### src/rtl/u8s_pkg.sv
`timescale 1ns / 1ps
`default_nettype none
// ----------------------------------------------------------------------------
// u8s_pkg
// Shared types, constants and UTF-8 helper functions for the scrubber.
// ----------------------------------------------------------------------------
package u8s_pkg;

    // Release limit per input transaction and the most items one can yield.
    localparam int unsigned MAX_RESULTS    = 10;
    localparam int unsigned MAX_STEP_ITEMS = 12;
    localparam int unsigned REL_W          = 4;

    // Queue depths
    localparam int unsigned CMD_Q_DEPTH  = 4;
    localparam int unsigned ITEM_Q_DEPTH = 16;
    localparam int unsigned REL_Q_DEPTH  = 4;

    // Configuration port
    localparam int unsigned CFG_IDX_W  = 2;
    localparam int unsigned CFG_DATA_W = 16;
    localparam logic [CFG_IDX_W-1:0] REG_MAX_FIELD_BYTES = 2'd0;
    localparam logic [CFG_IDX_W-1:0] REG_STRIP_ENABLE    = 2'd1;
    localparam logic [15:0] MAX_FIELD_BYTES_RST = 16'd1024;
    localparam logic        STRIP_ENABLE_RST    = 1'b1;

    // UTF-8 byte classes
    localparam logic [7:0] ASCII_LIMIT = 8'h80;
    localparam logic [7:0] LEAD_MIN    = 8'hC2;
    localparam logic [7:0] LEAD2_MAX   = 8'hDF;
    localparam logic [7:0] LEAD3_MAX   = 8'hEF;
    localparam logic [7:0] LEAD_MAX    = 8'hF4;
    localparam logic [7:0] CONT_MIN    = 8'h80;
    localparam logic [7:0] CONT_MAX    = 8'hBF;
    localparam logic [7:0] LEAD_E0     = 8'hE0;
    localparam logic [7:0] LEAD_ED     = 8'hED;
    localparam logic [7:0] LEAD_F0     = 8'hF0;
    localparam logic [7:0] LEAD_F4     = 8'hF4;
    localparam logic [7:0] E0_CONT_MIN = 8'hA0;
    localparam logic [7:0] ED_CONT_MAX = 8'h9F;
    localparam logic [7:0] F0_CONT_MIN = 8'h90;
    localparam logic [7:0] F4_CONT_MAX = 8'h8F;

    // U+FFFD, element 0 is sent first
    localparam logic [2:0][7:0] REPL = {8'hBD, 8'hBF, 8'hEF};
    localparam logic [2:0]      REPL_LEN = 3'd3;

    // Separator bytes removed when stripping
    localparam logic [7:0] SEP_UNIT   = 8'h1F;
    localparam logic [7:0] SEP_RECORD = 8'h1E;
    localparam logic [7:0] SEP_NUL    = 8'h00;

    typedef struct packed {
        logic [7:0] data;
        logic       present;
        logic       field_end;
    } t_item;

    // One decoded input transaction: pre flush, middle char, end flush.
    typedef struct packed {
        logic [1:0]      pre_repl;
        logic            mid_seq;
        logic            mid_repl;
        logic [3:0][7:0] seq;
        logic [2:0]      seq_len;
        logic [1:0]      post_repl;
        logic            field_end;
    } t_cmd;

    function automatic logic cont_ok(input logic [7:0] lead, input logic first,
                                     input logic [7:0] b);
        logic [7:0] lo;
        logic [7:0] hi;
        lo = CONT_MIN;
        hi = CONT_MAX;
        if (first) begin
            if (lead == LEAD_E0) lo = E0_CONT_MIN;
            else if (lead == LEAD_ED) hi = ED_CONT_MAX;
            else if (lead == LEAD_F0) lo = F0_CONT_MIN;
            else if (lead == LEAD_F4) hi = F4_CONT_MAX;
        end
        return (b >= lo) && (b <= hi);
    endfunction

    function automatic logic [2:0] lead_len(input logic [7:0] b);
        logic [2:0] len;
        if (b <= LEAD2_MAX) len = 3'd2;
        else if (b <= LEAD3_MAX) len = 3'd3;
        else len = 3'd4;
        return len;
    endfunction

    function automatic logic is_sep(input logic [7:0] b);
        return (b == SEP_UNIT) || (b == SEP_RECORD) || (b == SEP_NUL);
    endfunction

endpackage
`default_nettype wire

### src/rtl/u8s_in_if.sv
`timescale 1ns / 1ps
`default_nettype none
// ----------------------------------------------------------------------------
// u8s_in_if
// Raw byte channel into the scrubber.
// ----------------------------------------------------------------------------
interface u8s_in_if;
    logic       valid;
    logic       ready;
    logic [7:0] data_byte;
    logic       byte_present;
    logic       field_end;

    modport source (output valid, data_byte, byte_present, field_end, input ready);
    modport sink   (input valid, data_byte, byte_present, field_end, output ready);
endinterface
`default_nettype wire

### src/rtl/u8s_out_if.sv
`timescale 1ns / 1ps
`default_nettype none
// ----------------------------------------------------------------------------
// u8s_out_if
// Scrubbed byte channel out of the scrubber.
// ----------------------------------------------------------------------------
interface u8s_out_if;
    logic       valid;
    logic       ready;
    logic [7:0] out_byte;
    logic       out_present;
    logic       out_field_end;
    logic       run_last;

    modport source (output valid, out_byte, out_present, out_field_end, run_last,
                    input ready);
    modport sink   (input valid, out_byte, out_present, out_field_end, run_last,
                    output ready);
endinterface
`default_nettype wire

### src/rtl/u8s_fifo.sv
`timescale 1ns / 1ps
`default_nettype none
// ----------------------------------------------------------------------------
// u8s_fifo
// Small register-based FIFO, first-word-fall-through read.
// ----------------------------------------------------------------------------
module u8s_fifo #(
    parameter int unsigned WIDTH = 8,
    parameter int unsigned DEPTH = 4
) (
    input  wire logic             i_clk,
    input  wire logic             i_rst_n,
    input  wire logic             i_push,
    input  wire logic [WIDTH-1:0] i_wdata,
    input  wire logic             i_pop,
    output logic      [WIDTH-1:0] o_rdata,
    output logic                  o_full,
    output logic                  o_empty
);
    localparam int unsigned AW = (DEPTH > 1) ? $clog2(DEPTH) : 1;
    localparam int unsigned CW = $clog2(DEPTH + 1);

    logic [WIDTH-1:0] r_mem [DEPTH];
    logic [AW-1:0]    r_wp;
    logic [AW-1:0]    r_rp;
    logic [CW-1:0]    r_cnt;
    logic [AW-1:0]    n_wp;
    logic [AW-1:0]    n_rp;
    logic [CW-1:0]    n_cnt;
    logic             do_push;
    logic             do_pop;

    assign o_full  = (r_cnt == CW'(DEPTH));
    assign o_empty = (r_cnt == '0);
    assign do_push = i_push && !o_full;
    assign do_pop  = i_pop && !o_empty;
    assign o_rdata = r_mem[r_rp];

    always_comb begin
        n_wp  = r_wp;
        n_rp  = r_rp;
        n_cnt = r_cnt;
        if (do_push) begin
            n_wp = (r_wp == AW'(DEPTH - 1)) ? '0 : r_wp + 1'b1;
        end
        if (do_pop) begin
            n_rp = (r_rp == AW'(DEPTH - 1)) ? '0 : r_rp + 1'b1;
        end
        if (do_push && !do_pop) begin
            n_cnt = r_cnt + 1'b1;
        end else if (do_pop && !do_push) begin
            n_cnt = r_cnt - 1'b1;
        end
    end

    always_ff @(posedge i_clk) begin
        if (!i_rst_n) begin
            r_wp  <= '0;
            r_rp  <= '0;
            r_cnt <= '0;
        end else begin
            r_wp  <= n_wp;
            r_rp  <= n_rp;
            r_cnt <= n_cnt;
        end
    end

    always_ff @(posedge i_clk) begin
        if (do_push) begin
            r_mem[r_wp] <= i_wdata;
        end
    end

endmodule
`default_nettype wire

### src/rtl/u8s_front.sv
`timescale 1ns / 1ps
`default_nettype none
// ----------------------------------------------------------------------------
// u8s_front
// Strict UTF-8 decoder: one byte per cycle while the command queue has room;
// makes each transaction a command (replacements, one character, end flush).
// ----------------------------------------------------------------------------
module u8s_front (
    input  wire logic   i_clk,
    input  wire logic   i_rst_n,
    u8s_in_if.sink      i_in,
    output logic        o_cmd_push,
    output u8s_pkg::t_cmd o_cmd,
    input  wire logic   i_cmd_full
);
    logic [7:0] r_pend [0:2];
    logic [1:0] r_pcnt;
    logic [2:0] r_need;
    logic [7:0] n_pend [0:2];
    logic [1:0] n_pcnt;
    logic [2:0] n_need;
    logic       lead_go;
    logic [7:0] b;
    logic       accept;

    assign b          = i_in.data_byte;
    assign i_in.ready = !i_cmd_full;
    assign accept     = i_in.valid && !i_cmd_full;
    assign o_cmd_push = accept;

    always_comb begin
        n_pend  = r_pend;
        n_pcnt  = r_pcnt;
        n_need  = r_need;
        o_cmd   = '0;
        lead_go = 1'b0;
        o_cmd.field_end = i_in.field_end;

        if (i_in.byte_present) begin
            if (r_pcnt == 2'd0) begin
                lead_go = 1'b1;
            end else if (u8s_pkg::cont_ok(r_pend[0], r_pcnt == 2'd1, b)) begin
                if (({1'b0, r_pcnt} + 3'd1) >= r_need) begin
                    // sequence complete
                    o_cmd.mid_seq = 1'b1;
                    o_cmd.seq_len = {1'b0, r_pcnt} + 3'd1;
                    for (int i = 0; i < 3; i++) begin
                        if (2'(i) < r_pcnt) o_cmd.seq[i] = r_pend[i];
                    end
                    o_cmd.seq[r_pcnt] = b;
                    n_pcnt = 2'd0;
                    n_need = 3'd0;
                end else begin
                    n_pend[r_pcnt] = b;
                    n_pcnt = r_pcnt + 2'd1;
                end
            end else begin
                // broken sequence: flush what is buffered, rejudge this byte
                o_cmd.pre_repl = r_pcnt;
                n_pcnt  = 2'd0;
                n_need  = 3'd0;
                lead_go = 1'b1;
            end
        end

        if (lead_go) begin
            if (b < u8s_pkg::ASCII_LIMIT) begin
                o_cmd.mid_seq = 1'b1;
                o_cmd.seq_len = 3'd1;
                o_cmd.seq[0]  = b;
            end else if ((b >= u8s_pkg::LEAD_MIN) && (b <= u8s_pkg::LEAD_MAX)) begin
                n_need    = u8s_pkg::lead_len(b);
                n_pend[0] = b;
                n_pcnt    = 2'd1;
            end else begin
                o_cmd.mid_repl = 1'b1;
            end
        end

        if (i_in.field_end) begin
            o_cmd.post_repl = n_pcnt;
            n_pcnt = 2'd0;
            n_need = 3'd0;
        end
    end

    always_ff @(posedge i_clk) begin
        if (!i_rst_n) begin
            r_pcnt <= 2'd0;
            r_need <= 3'd0;
        end else if (accept) begin
            r_pcnt <= n_pcnt;
            r_need <= n_need;
        end
    end

    always_ff @(posedge i_clk) begin
        if (accept) begin
            r_pend <= n_pend;
        end
    end

endmodule
`default_nettype wire

### src/rtl/u8s_back.sv
`timescale 1ns / 1ps
`default_nettype none
// ----------------------------------------------------------------------------
// u8s_back
// Command executor: walks each command one byte per cycle while the item queue
// has room, applies the byte budget per character and the separator strip,
// marks field end, and works out how many items each transaction releases.
// ----------------------------------------------------------------------------
module u8s_back #(
    parameter int unsigned ITEM_DEPTH = u8s_pkg::ITEM_Q_DEPTH
) (
    input  wire logic                       i_clk,
    input  wire logic                       i_rst_n,
    input  wire logic [15:0]                i_max_field_bytes,
    input  wire logic                       i_strip_enable,
    input  wire u8s_pkg::t_cmd              i_cmd,
    input  wire logic                       i_cmd_empty,
    output logic                            o_cmd_pop,
    output logic                            o_item_push,
    output u8s_pkg::t_item                  o_item,
    input  wire logic                       i_item_full,
    output logic                            o_rel_push,
    output logic [u8s_pkg::REL_W-1:0]       o_rel,
    input  wire logic                       i_rel_full
);
    localparam int unsigned BACK_W = $clog2(ITEM_DEPTH + u8s_pkg::MAX_STEP_ITEMS + 1);

    typedef enum logic [2:0] {PH_IDLE, PH_PRE, PH_MID, PH_POST, PH_STEP} t_phase;

    t_phase          r_phase, n_phase;
    u8s_pkg::t_cmd   r_cmd, n_cmd;
    logic [1:0]      r_left, n_left;
    logic [1:0]      r_bidx, n_bidx;
    logic            r_keep, n_keep;
    logic [15:0]     r_count, n_count;
    u8s_pkg::t_item  r_hold, n_hold;
    logic            r_hold_v, n_hold_v;
    logic [3:0]      r_nstep, n_nstep;
    logic [BACK_W-1:0] r_back, n_back;

    logic            is_repl;
    logic [2:0]      char_len;
    logic [7:0]      cur_byte;
    logic [16:0]     sum;
    logic            start;
    logic            keep_now;
    logic            emit;
    logic            last_byte;
    logic            stall_b;
    logic            marker;
    logic            step_wr;
    u8s_pkg::t_item  step_item;
    logic [3:0]      step_items;
    logic [BACK_W-1:0] step_sum;
    logic [BACK_W-1:0] rel;
    logic            stall_s;
    logic            load;

    function automatic t_phase after_mid(input u8s_pkg::t_cmd c);
        return (c.post_repl != 2'd0) ? PH_POST : PH_STEP;
    endfunction

    function automatic t_phase after_pre(input u8s_pkg::t_cmd c);
        return (c.mid_seq || c.mid_repl) ? PH_MID : after_mid(c);
    endfunction

    function automatic t_phase first_phase(input u8s_pkg::t_cmd c);
        return (c.pre_repl != 2'd0) ? PH_PRE : after_pre(c);
    endfunction

    function automatic t_phase phase_after(input t_phase p, input u8s_pkg::t_cmd c);
        t_phase q;
        priority if (p == PH_PRE) q = after_pre(c);
        else if (p == PH_MID) q = after_mid(c);
        else q = PH_STEP;
        return q;
    endfunction

    function automatic logic [1:0] left_for(input t_phase p, input u8s_pkg::t_cmd c);
        logic [1:0] l;
        priority if (p == PH_PRE) l = c.pre_repl;
        else if (p == PH_POST) l = c.post_repl;
        else l = 2'd1;
        return l;
    endfunction

    // current character
    assign is_repl   = (r_phase != PH_MID) || r_cmd.mid_repl;
    assign char_len  = is_repl ? u8s_pkg::REPL_LEN : r_cmd.seq_len;
    assign cur_byte  = is_repl ? u8s_pkg::REPL[r_bidx] : r_cmd.seq[r_bidx];
    assign sum       = {1'b0, r_count} + {14'b0, char_len};
    assign start     = (r_bidx == 2'd0);
    // budget decided once per character, on its first byte
    assign keep_now  = start ? (sum <= {1'b0, i_max_field_bytes}) : r_keep;
    assign emit      = keep_now && !(i_strip_enable && u8s_pkg::is_sep(cur_byte));
    assign last_byte = !keep_now || (({1'b0, r_bidx} + 3'd1) == char_len);
    assign stall_b   = emit && r_hold_v && i_item_full;

    // transaction end
    assign marker     = r_cmd.field_end && (r_nstep == 4'd0);
    assign step_wr    = r_hold_v || marker;
    assign step_items = r_nstep + {3'b0, marker};
    assign step_sum   = r_back + BACK_W'(step_items);
    assign rel        = (step_sum > BACK_W'(u8s_pkg::MAX_RESULTS)) ?
                        BACK_W'(u8s_pkg::MAX_RESULTS) : step_sum;
    assign stall_s    = (step_wr && i_item_full) || ((rel != '0) && i_rel_full);

    always_comb begin
        step_item = r_hold;
        if (marker) begin
            step_item = '{data: 8'h00, present: 1'b0, field_end: 1'b1};
        end else begin
            step_item.field_end = r_cmd.field_end;
        end
    end

    always_comb begin
        n_phase  = r_phase;
        n_cmd    = r_cmd;
        n_left   = r_left;
        n_bidx   = r_bidx;
        n_keep   = r_keep;
        n_count  = r_count;
        n_hold   = r_hold;
        n_hold_v = r_hold_v;
        n_nstep  = r_nstep;
        n_back   = r_back;
        o_cmd_pop   = 1'b0;
        o_item_push = 1'b0;
        o_item      = r_hold;
        o_rel_push  = 1'b0;
        o_rel       = rel[u8s_pkg::REL_W-1:0];
        load        = 1'b0;

        unique case (r_phase)
            PH_IDLE: begin
                load = !i_cmd_empty;
            end
            PH_PRE, PH_MID, PH_POST: begin
                if (!stall_b) begin
                    if (start) begin
                        n_count = sum[16] ? 16'hFFFF : sum[15:0];
                        n_keep  = keep_now;
                    end
                    if (emit) begin
                        // previous item goes out, this one waits for its end flag
                        o_item_push = r_hold_v;
                        n_hold   = '{data: cur_byte, present: 1'b1, field_end: 1'b0};
                        n_hold_v = 1'b1;
                        n_nstep  = r_nstep + 4'd1;
                    end
                    if (last_byte) begin
                        n_bidx = 2'd0;
                        if ((r_phase != PH_MID) && (r_left > 2'd1)) begin
                            n_left = r_left - 2'd1;
                        end else begin
                            n_phase = phase_after(r_phase, r_cmd);
                            n_left  = left_for(n_phase, r_cmd);
                        end
                    end else begin
                        n_bidx = r_bidx + 2'd1;
                    end
                end
            end
            PH_STEP: begin
                if (!stall_s) begin
                    o_item_push = step_wr;
                    o_item      = step_item;
                    o_rel_push  = (rel != '0);
                    n_back      = step_sum - rel;
                    n_nstep     = 4'd0;
                    n_hold_v    = 1'b0;
                    if (r_cmd.field_end) n_count = 16'd0;
                    if (!i_cmd_empty) load = 1'b1;
                    else n_phase = PH_IDLE;
                end
            end
        endcase

        if (load) begin
            o_cmd_pop = 1'b1;
            n_cmd     = i_cmd;
            n_phase   = first_phase(i_cmd);
            n_left    = left_for(n_phase, i_cmd);
            n_bidx    = 2'd0;
        end
    end

    always_ff @(posedge i_clk) begin
        if (!i_rst_n) begin
            r_phase  <= PH_IDLE;
            r_left   <= 2'd0;
            r_bidx   <= 2'd0;
            r_keep   <= 1'b0;
            r_count  <= 16'd0;
            r_hold_v <= 1'b0;
            r_nstep  <= 4'd0;
            r_back   <= '0;
        end else begin
            r_phase  <= n_phase;
            r_cmd    <= n_cmd;
            r_left   <= n_left;
            r_bidx   <= n_bidx;
            r_keep   <= n_keep;
            r_count  <= n_count;
            r_hold   <= n_hold;
            r_hold_v <= n_hold_v;
            r_nstep  <= n_nstep;
            r_back   <= n_back;
        end
    end

endmodule
`default_nettype wire

### src/rtl/u8s_drain.sv
`timescale 1ns / 1ps
`default_nettype none
// ----------------------------------------------------------------------------
// u8s_drain
// Output stage: sends released items and flags the last one of each
// transaction's release.
// ----------------------------------------------------------------------------
module u8s_drain (
    input  wire logic                   i_clk,
    input  wire logic                   i_rst_n,
    input  wire u8s_pkg::t_item         i_item,
    input  wire logic                   i_item_empty,
    output logic                        o_item_pop,
    input  wire logic [u8s_pkg::REL_W-1:0] i_rel,
    input  wire logic                   i_rel_empty,
    output logic                        o_rel_pop,
    u8s_out_if.source                   o_out
);
    logic [u8s_pkg::REL_W-1:0] r_cnt;
    logic                      last;
    logic                      fire;

    // a queued release count guarantees its items are already queued
    assign o_out.valid         = !i_rel_empty && !i_item_empty;
    assign o_out.out_byte      = i_item.data;
    assign o_out.out_present   = i_item.present;
    assign o_out.out_field_end = i_item.field_end;
    assign last                = ((r_cnt + 1'b1) == i_rel);
    assign o_out.run_last      = last;
    assign fire                = o_out.valid && o_out.ready;
    assign o_item_pop          = fire;
    assign o_rel_pop           = fire && last;

    always_ff @(posedge i_clk) begin
        if (!i_rst_n) begin
            r_cnt <= '0;
        end else if (fire) begin
            r_cnt <= last ? '0 : r_cnt + 1'b1;
        end
    end

endmodule
`default_nettype wire

### src/rtl/utf8_scrub_clamp_strip.sv
// Throughput: input every cycle while the command queue has room. The executor
// walks each byte of a kept character, passes a character over budget as a
// whole and closes each transaction in a step of its own.
// Reset: synchronous active-low; clears all queues, decoder state and byte
// budget, and loads max_field_bytes = 1024 and strip_enable = 1.
// ----------------------------------------------------------------------------
// utf8_scrub_clamp_strip
// Strict UTF-8 scrubber with byte budget and separator stripping: decoder,
// command queue, executor, item and release queues, output stage.
// ----------------------------------------------------------------------------
`timescale 1ns / 1ps
`default_nettype none
module utf8_scrub_clamp_strip #(
    parameter int unsigned CMD_DEPTH  = u8s_pkg::CMD_Q_DEPTH,
    parameter int unsigned ITEM_DEPTH = u8s_pkg::ITEM_Q_DEPTH,
    parameter int unsigned REL_DEPTH  = u8s_pkg::REL_Q_DEPTH
) (
    input  wire logic                             i_clk,
    input  wire logic                             i_rst_n,
    u8s_in_if.sink                                i_in,
    u8s_out_if.source                             o_out,
    input  wire logic                             i_cfg_we,
    input  wire logic [u8s_pkg::CFG_IDX_W-1:0]    i_cfg_index,
    input  wire logic [u8s_pkg::CFG_DATA_W-1:0]   i_cfg_wdata
);
    logic [15:0] r_max_field_bytes;
    logic        r_strip_enable;

    u8s_pkg::t_cmd  cmd_w, cmd_r;
    logic           cmd_push, cmd_pop, cmd_full, cmd_empty;
    u8s_pkg::t_item item_w, item_r;
    logic           item_push, item_pop, item_full, item_empty;
    logic [u8s_pkg::REL_W-1:0] rel_w, rel_r;
    logic           rel_push, rel_pop, rel_full, rel_empty;

    always_ff @(posedge i_clk) begin
        if (!i_rst_n) begin
            r_max_field_bytes <= u8s_pkg::MAX_FIELD_BYTES_RST;
            r_strip_enable    <= u8s_pkg::STRIP_ENABLE_RST;
        end else if (i_cfg_we) begin
            unique case (i_cfg_index)
                u8s_pkg::REG_MAX_FIELD_BYTES: r_max_field_bytes <= i_cfg_wdata[15:0];
                u8s_pkg::REG_STRIP_ENABLE:    r_strip_enable    <= i_cfg_wdata[0];
                default: ;
            endcase
        end
    end

    u8s_front u_front (
        .i_clk      (i_clk),
        .i_rst_n    (i_rst_n),
        .i_in       (i_in),
        .o_cmd_push (cmd_push),
        .o_cmd      (cmd_w),
        .i_cmd_full (cmd_full)
    );

    u8s_fifo #(
        .WIDTH ($bits(u8s_pkg::t_cmd)),
        .DEPTH (CMD_DEPTH)
    ) u_cmd_q (
        .i_clk   (i_clk),
        .i_rst_n (i_rst_n),
        .i_push  (cmd_push),
        .i_wdata (cmd_w),
        .i_pop   (cmd_pop),
        .o_rdata (cmd_r),
        .o_full  (cmd_full),
        .o_empty (cmd_empty)
    );

    u8s_back #(
        .ITEM_DEPTH (ITEM_DEPTH)
    ) u_back (
        .i_clk             (i_clk),
        .i_rst_n           (i_rst_n),
        .i_max_field_bytes (r_max_field_bytes),
        .i_strip_enable    (r_strip_enable),
        .i_cmd             (cmd_r),
        .i_cmd_empty       (cmd_empty),
        .o_cmd_pop         (cmd_pop),
        .o_item_push       (item_push),
        .o_item            (item_w),
        .i_item_full       (item_full),
        .o_rel_push        (rel_push),
        .o_rel             (rel_w),
        .i_rel_full        (rel_full)
    );

    u8s_fifo #(
        .WIDTH ($bits(u8s_pkg::t_item)),
        .DEPTH (ITEM_DEPTH)
    ) u_item_q (
        .i_clk   (i_clk),
        .i_rst_n (i_rst_n),
        .i_push  (item_push),
        .i_wdata (item_w),
        .i_pop   (item_pop),
        .o_rdata (item_r),
        .o_full  (item_full),
        .o_empty (item_empty)
    );

    u8s_fifo #(
        .WIDTH (u8s_pkg::REL_W),
        .DEPTH (REL_DEPTH)
    ) u_rel_q (
        .i_clk   (i_clk),
        .i_rst_n (i_rst_n),
        .i_push  (rel_push),
        .i_wdata (rel_w),
        .i_pop   (rel_pop),
        .o_rdata (rel_r),
        .o_full  (rel_full),
        .o_empty (rel_empty)
    );

    u8s_drain u_drain (
        .i_clk        (i_clk),
        .i_rst_n      (i_rst_n),
        .i_item       (item_r),
        .i_item_empty (item_empty),
        .o_item_pop   (item_pop),
        .i_rel        (rel_r),
        .i_rel_empty  (rel_empty),
        .o_rel_pop    (rel_pop),
        .o_out        (o_out)
    );

endmodule
`default_nettype wire

### src/flat_wrapper.sv
// flat-port wrapper written by rule: the top's interface ports become plain ports
module utf8_scrub_clamp_strip_flat 
#(
    parameter int unsigned CMD_DEPTH  = u8s_pkg::CMD_Q_DEPTH,
    parameter int unsigned ITEM_DEPTH = u8s_pkg::ITEM_Q_DEPTH,
    parameter int unsigned REL_DEPTH  = u8s_pkg::REL_Q_DEPTH
)
  (i_clk, i_rst_n, i_cfg_we, i_cfg_index, i_cfg_wdata, i_in_valid, i_in_data_byte, i_in_byte_present, i_in_field_end, i_in_ready, o_out_valid, o_out_out_byte, o_out_out_present, o_out_out_field_end, o_out_run_last, o_out_ready);
  u8s_in_if i_in_i ();
  u8s_out_if o_out_i ();
  input  wire logic i_clk;
  input  wire logic i_rst_n;
  input  wire logic i_cfg_we;
  input  wire logic [u8s_pkg::CFG_IDX_W-1:0] i_cfg_index;
  input  wire logic [u8s_pkg::CFG_DATA_W-1:0] i_cfg_wdata;
  input wire logic [$bits(i_in_i.valid)-1:0] i_in_valid;
  input wire logic [$bits(i_in_i.data_byte)-1:0] i_in_data_byte;
  input wire logic [$bits(i_in_i.byte_present)-1:0] i_in_byte_present;
  input wire logic [$bits(i_in_i.field_end)-1:0] i_in_field_end;
  output wire logic [$bits(i_in_i.ready)-1:0] i_in_ready;
  output wire logic [$bits(o_out_i.valid)-1:0] o_out_valid;
  output wire logic [$bits(o_out_i.out_byte)-1:0] o_out_out_byte;
  output wire logic [$bits(o_out_i.out_present)-1:0] o_out_out_present;
  output wire logic [$bits(o_out_i.out_field_end)-1:0] o_out_out_field_end;
  output wire logic [$bits(o_out_i.run_last)-1:0] o_out_run_last;
  input wire logic [$bits(o_out_i.ready)-1:0] o_out_ready;
  assign i_in_i.valid = i_in_valid;
  assign i_in_i.data_byte = i_in_data_byte;
  assign i_in_i.byte_present = i_in_byte_present;
  assign i_in_i.field_end = i_in_field_end;
  assign i_in_ready = i_in_i.ready;
  assign o_out_valid = o_out_i.valid;
  assign o_out_out_byte = o_out_i.out_byte;
  assign o_out_out_present = o_out_i.out_present;
  assign o_out_out_field_end = o_out_i.out_field_end;
  assign o_out_run_last = o_out_i.run_last;
  assign o_out_i.ready = o_out_ready;
  utf8_scrub_clamp_strip #(.CMD_DEPTH(CMD_DEPTH), .ITEM_DEPTH(ITEM_DEPTH), .REL_DEPTH(REL_DEPTH)) u_core (.i_clk(i_clk), .i_rst_n(i_rst_n), .i_in(i_in_i), .o_out(o_out_i), .i_cfg_we(i_cfg_we), .i_cfg_index(i_cfg_index), .i_cfg_wdata(i_cfg_wdata));
endmodule
### config.mk
export PLATFORM = sky130hd
export DESIGN_NAME = utf8_scrub_clamp_strip_flat
export DESIGN_NICKNAME = d
export VERILOG_FILES = /design/src/rtl/u8s_pkg.sv /design/src/rtl/u8s_in_if.sv /design/src/rtl/u8s_out_if.sv /design/src/rtl/u8s_fifo.sv /design/src/rtl/u8s_front.sv /design/src/rtl/u8s_back.sv /design/src/rtl/u8s_drain.sv /design/src/rtl/utf8_scrub_clamp_strip.sv /design/src/flat_wrapper.sv
export SDC_FILE = /design/constraint.sdc
export NUM_CORES = 1
export LEC_CHECK = 0
export BUFFER_PORTS_ARGS = -buffer_cell sky130_fd_sc_hd__buf_2
export CORE_MARGIN = 3
export CORE_UTILIZATION = 52
export DETAILED_ROUTE_END_ITERATION = 8
export PLACE_DENSITY_LB_ADDON = 0.2
export SYNTH_ARGS = -nofsm -noshare
export SYNTH_HDL_FRONTEND = slang
export SYNTH_SLANG_ARGS = --single-unit
### constraint.sdc
create_clock -name i_clk -period 6.2 [get_ports i_clk]
set_clock_uncertainty 0.2 [all_clocks]
set_input_delay 0.31 -clock i_clk [delete_from_list [all_inputs] [get_ports i_clk]]
set_output_delay 0.31 -clock i_clk [all_outputs]
set_load 0.01 [all_outputs]
==> metrics.yaml <==
vias: 12300
die_w_um: 212
worst_pin_slew_ns: 1.13
maxCapViolations: 0
synth_edf_count: 416
gp_congestion: 0.845
dpl.hpwl_mm: 27.8
yosysSeqAreaShare_pct: 65.4
fin_crit_sh_pct: 93.8
ctsHtreeMaxLevel: 2
grt_use_met2_pct: 33.0
cp-end-kind: "flop"
cts_sinks: 511
die_area_sq_mm: 0.0448
antenna_left: 0
netlist.area_leader.share_pct: 56.8
drt_iter0_markers: 981
grt_pass1_wl_mm: 69.3
slowest_delay_ns: 0.47
grt_max_degree: 58
p_leak_nw: 8.51
finalPower_w: 0.00918
met3_usage_pct: 3.36
antenna_cells: 0
numCtsBuffers: 51
cts_buffer_depth: 3
worstSetupPathType: "flop to flop"
crit_required_ns: 6.51
switching_share_pct: 26.7
clk_pin_slew_ns: 0.06
drive_gt1_share_pct: 18.3
synth.area.mux_share_pct: 11.8
maxSlewViolCount: 0
port-buffer-count: 45
placementRows: 74
finalSetupTns_ns: 0
p_comb_share_pct: 20.0
slew_headroom_pct: 24.5
period_needed_ns: 5.82
clock_latency_ns: 0.58
cp_top_family: "compound AO/OA/AOI/OAI gates"
final_hold_viol_count: 0
p_sw_w: 0.00245
gr-max-usage-layer: "met2"
drtPass1Iterations: 5
ys_seq_elements: 511
overflow: 0
clock.fmax_ghz: 0.172
p_seq_share_pct: 46.9
crit_buf_inv: 2
syn2layout_area_growth_pct: 13.1
synth-compound-area-share_pct: 5.93
ys_types: 76
setup_viol: 0
ir_drop_v: 0.000343
grt_usage_pct: 19.8
nets: 1669
startpoint_type: "flop"
p_int_w: 0.00673
drt-vias-per-instance: 5.76
cts_tree: "yes"
synth_top_area_cell: "edfxtp_1"
fp.coreArea_sq_mm: 0.0413
yosysWarnings: 0
routed_wl_mm: 43.3
cp_slowest_cell: "edfxtp_1"
async_flop_share_pct: 0
netlist_instances: 1462
netlist_area_sq_mm: 0.0220
dieHeight_um: 212
use_met1_pct: 27.2
synth_xor_area_share_pct: 1.55
io_pins: 46
grt_antenna_before_repair: 0
outcome: "finished clean"
synth_fa_ha_area_share_pct: 4.21
synth-simple-area-share_pct: 8.88
cp_cell_sequence: "nor4b_4 -> buf_6 -> nand2b_1 -> fa_1 -> a21o_1 -> nand2_2 -> nor2_1 -> and3_1 -> xor2_1 -> ha_1 -> a211oi_1 -> o21ai_0 -> a211oi_2 -> a31o_2 -> a32oi_2 -> a221oi_2 -> ha_2 -> inv_1 -> ha_1 -> a21o_1 -> a21oi_1 -> xnor2_1 -> or3_1 -> a21oi_1"
synthFlopType: "edfxtp_1"
yosys-top-cells-area: "edfxtp_1 57%, mux4_2 11%, dfxtp_1 8.6%, ha_1 3.8%, nor2_1 2.0%"
hold_path_class: "input pin to flop"
start_util_pct: 53.3
crit_fanout: 16
wl_per_cell_um: 20.3
pwr-share-clk_pct: 33.1
grt_pass1_vias: 12600
cellPowerDensity_mw_per_mm2: 369
critPathArrivalTime_ns: 6.12
drc: 0
avgSynthCellArea_sq_um: 15.0
rsz0062_at_grt: "no"
synth_top_family_by_area: "multiplexers"
root_buffer: "clkbuf_16"
final timing paths:
| kind | from | to | slack (ns) | cells after the start |
|---|---|---|---|---|
| setup / recovery | u_core.u_back.r_cmd[38] | u_core.u_item_q.r_cnt[4] | 0.38 | 24 |
| hold / removal | i_rst_n | u_core.r_strip_enable | 0.05 | 2 |
| setup reg to reg | u_core.u_back.r_cmd[38] | u_core.u_item_q.r_cnt[4] | 0.38 | 24 |
| hold reg to reg | u_core.r_max_field_bytes[4] | u_core.r_max_field_bytes[4] | 0.26 | 2 |
cell usage after synthesis, types with 3 or more instances:
library cell and n:
a31oi_1 5, o31ai_1 4, mux2i_1 20, a211oi_1 6, and4_1 3, inv_1 63
a22oi_1 17, mux2_2 7, edfxtp_1 416, nand2b_1 9, fa_1 5, o311ai_0 3
nor2_1 118, nor3_1 21, or3_1 8, xnor2_1 20, or2_2 9, nor2b_1 17
a21oi_1 63, a31o_2 3, xor2_1 19, nand4_1 9, a22o_1 7, nand3_1 21
nor3b_1 5, clkbuf_1 32, buf_2 5, and2_1 16, o2bb2ai_1 9, mux4_2 103
o211ai_1 7, buf_1 17, nand2_1 109, a32o_1 6, a21o_1 5, ha_1 66
nand3b_1 5, o21ai_0 27, and3_1 31, nor4_1 5, o32ai_1 3, dfxtp_1 95
o21a_1 3
stage by stage:
step                      hold slack [ns]  setup slack (ns)  util [%]  std cells  area [sq um]
after floorplan                     0.209             0.204         -       1465         22000
after global placement              0.247             0.300      55.4       2010         22900
after detailed placement            0.251             0.132      55.4       2010         22900
after CTS                        0.000588            0.0987      60.2       2135         24900
after global routing               0.0547            0.0176      60.3       2137         24900
final                              0.0469             0.382      60.3       2137         24900
area by class of cell:
type | instances | area (sq um)
well taps | 532 | 666
repair buffers | 104 | 752
clock buffers | 72 | 1390
multi-input cells | 834 | 7180
fillers | 3080 | 16400
inverters | 63 | 236
flip-flops and latches | 511 | 14400
clock inverters | 21 | 270
cells by family (layout without fill, tap and decap cells):
family / after synthesis / in the layout
AOI/OAI and AO/OA: 191 / 191
xor gates and xnor gates: 39 / 39
adders and majority gates: 71 / 71
buffers and inverters: 120 / 260
DFF: 511 / 511
muxes: 130 / 130
other: 2 / 5
and+or+nand+nor: 398 / 398
sequential cells by signal, indices dropped and copies added (netlist names), 8 cells and up, named ones only:
register,cells
u_core.u_front.r_pend,8
u_core.u_back.r_cmd,40
u_core.u_cmd_q.r_mem,168
u_core.u_rel_q.r_mem,16
u_core.u_item_q.r_mem,160
u_core.u_back.r_count,16
u_core.r_max_field_bytes,16
u_core.u_back.r_hold,8
per-layer routing:
layer	vias to the layer above	wire (um)
li1	5810	-
met1	6198	19100
met2	250	21300
met3	59	1820
met4	0	983
met5	-	0
placed cells by master, fill, tap and decap left out, drive strengths merged, types with 6 or more instances in the layout:
cell         instances
nor2               119
nand3               21
nand2b               9
nor4                 7
xnor2               20
and2                17
or2                 10
nor3                21
nand2              109
buf                 72
o2bb2ai              9
a22oi               17
bufinv               6
o211ai               7
and3                31
inv                 67
a21oi               64
mux2i               20
a32o                 6
xor2                19
a22o                 7
mux2                 7
o21ai               28
edfxtp             416
ha                  66
a211oi               6
or3                  8
dfxtp               95
mux4               103
nor2b               17
clkbuf              72
nand4                9
nor3b                6
clkinv               9
dlygate4sd3         32
power groups by stage:
| stage | clock network (W) | logic (W) | registers (W) |
|---|---|---|---|
| 5_1_grt | 0.00326 | 0.00204 | 0.00434 |
| 2_1_floorplan | 0 | 0.00134 | 0.00432 |
| 3_3_place_gp | 0 | 0.00180 | 0.00437 |
| 6_report | 0.00304 | 0.00184 | 0.00431 |
| 3_5_place_dp | 0 | 0.00183 | 0.00438 |
| 4_1_cts | 0.00310 | 0.00186 | 0.00431 |
what timing repair did:
| item | 4_1_cts | 5_1_grt |
|---|---|---|
| setup endpoints to repair | 0 | 2 |
| endpoints found under the hold margin | 52 | 0 |
| hold buffers | 32 | 0 |
| setup buffers | 0 | 2 |
| resized for setup | 0 | 6 |
Note: power is estimated with default switching activity, not from simulation.
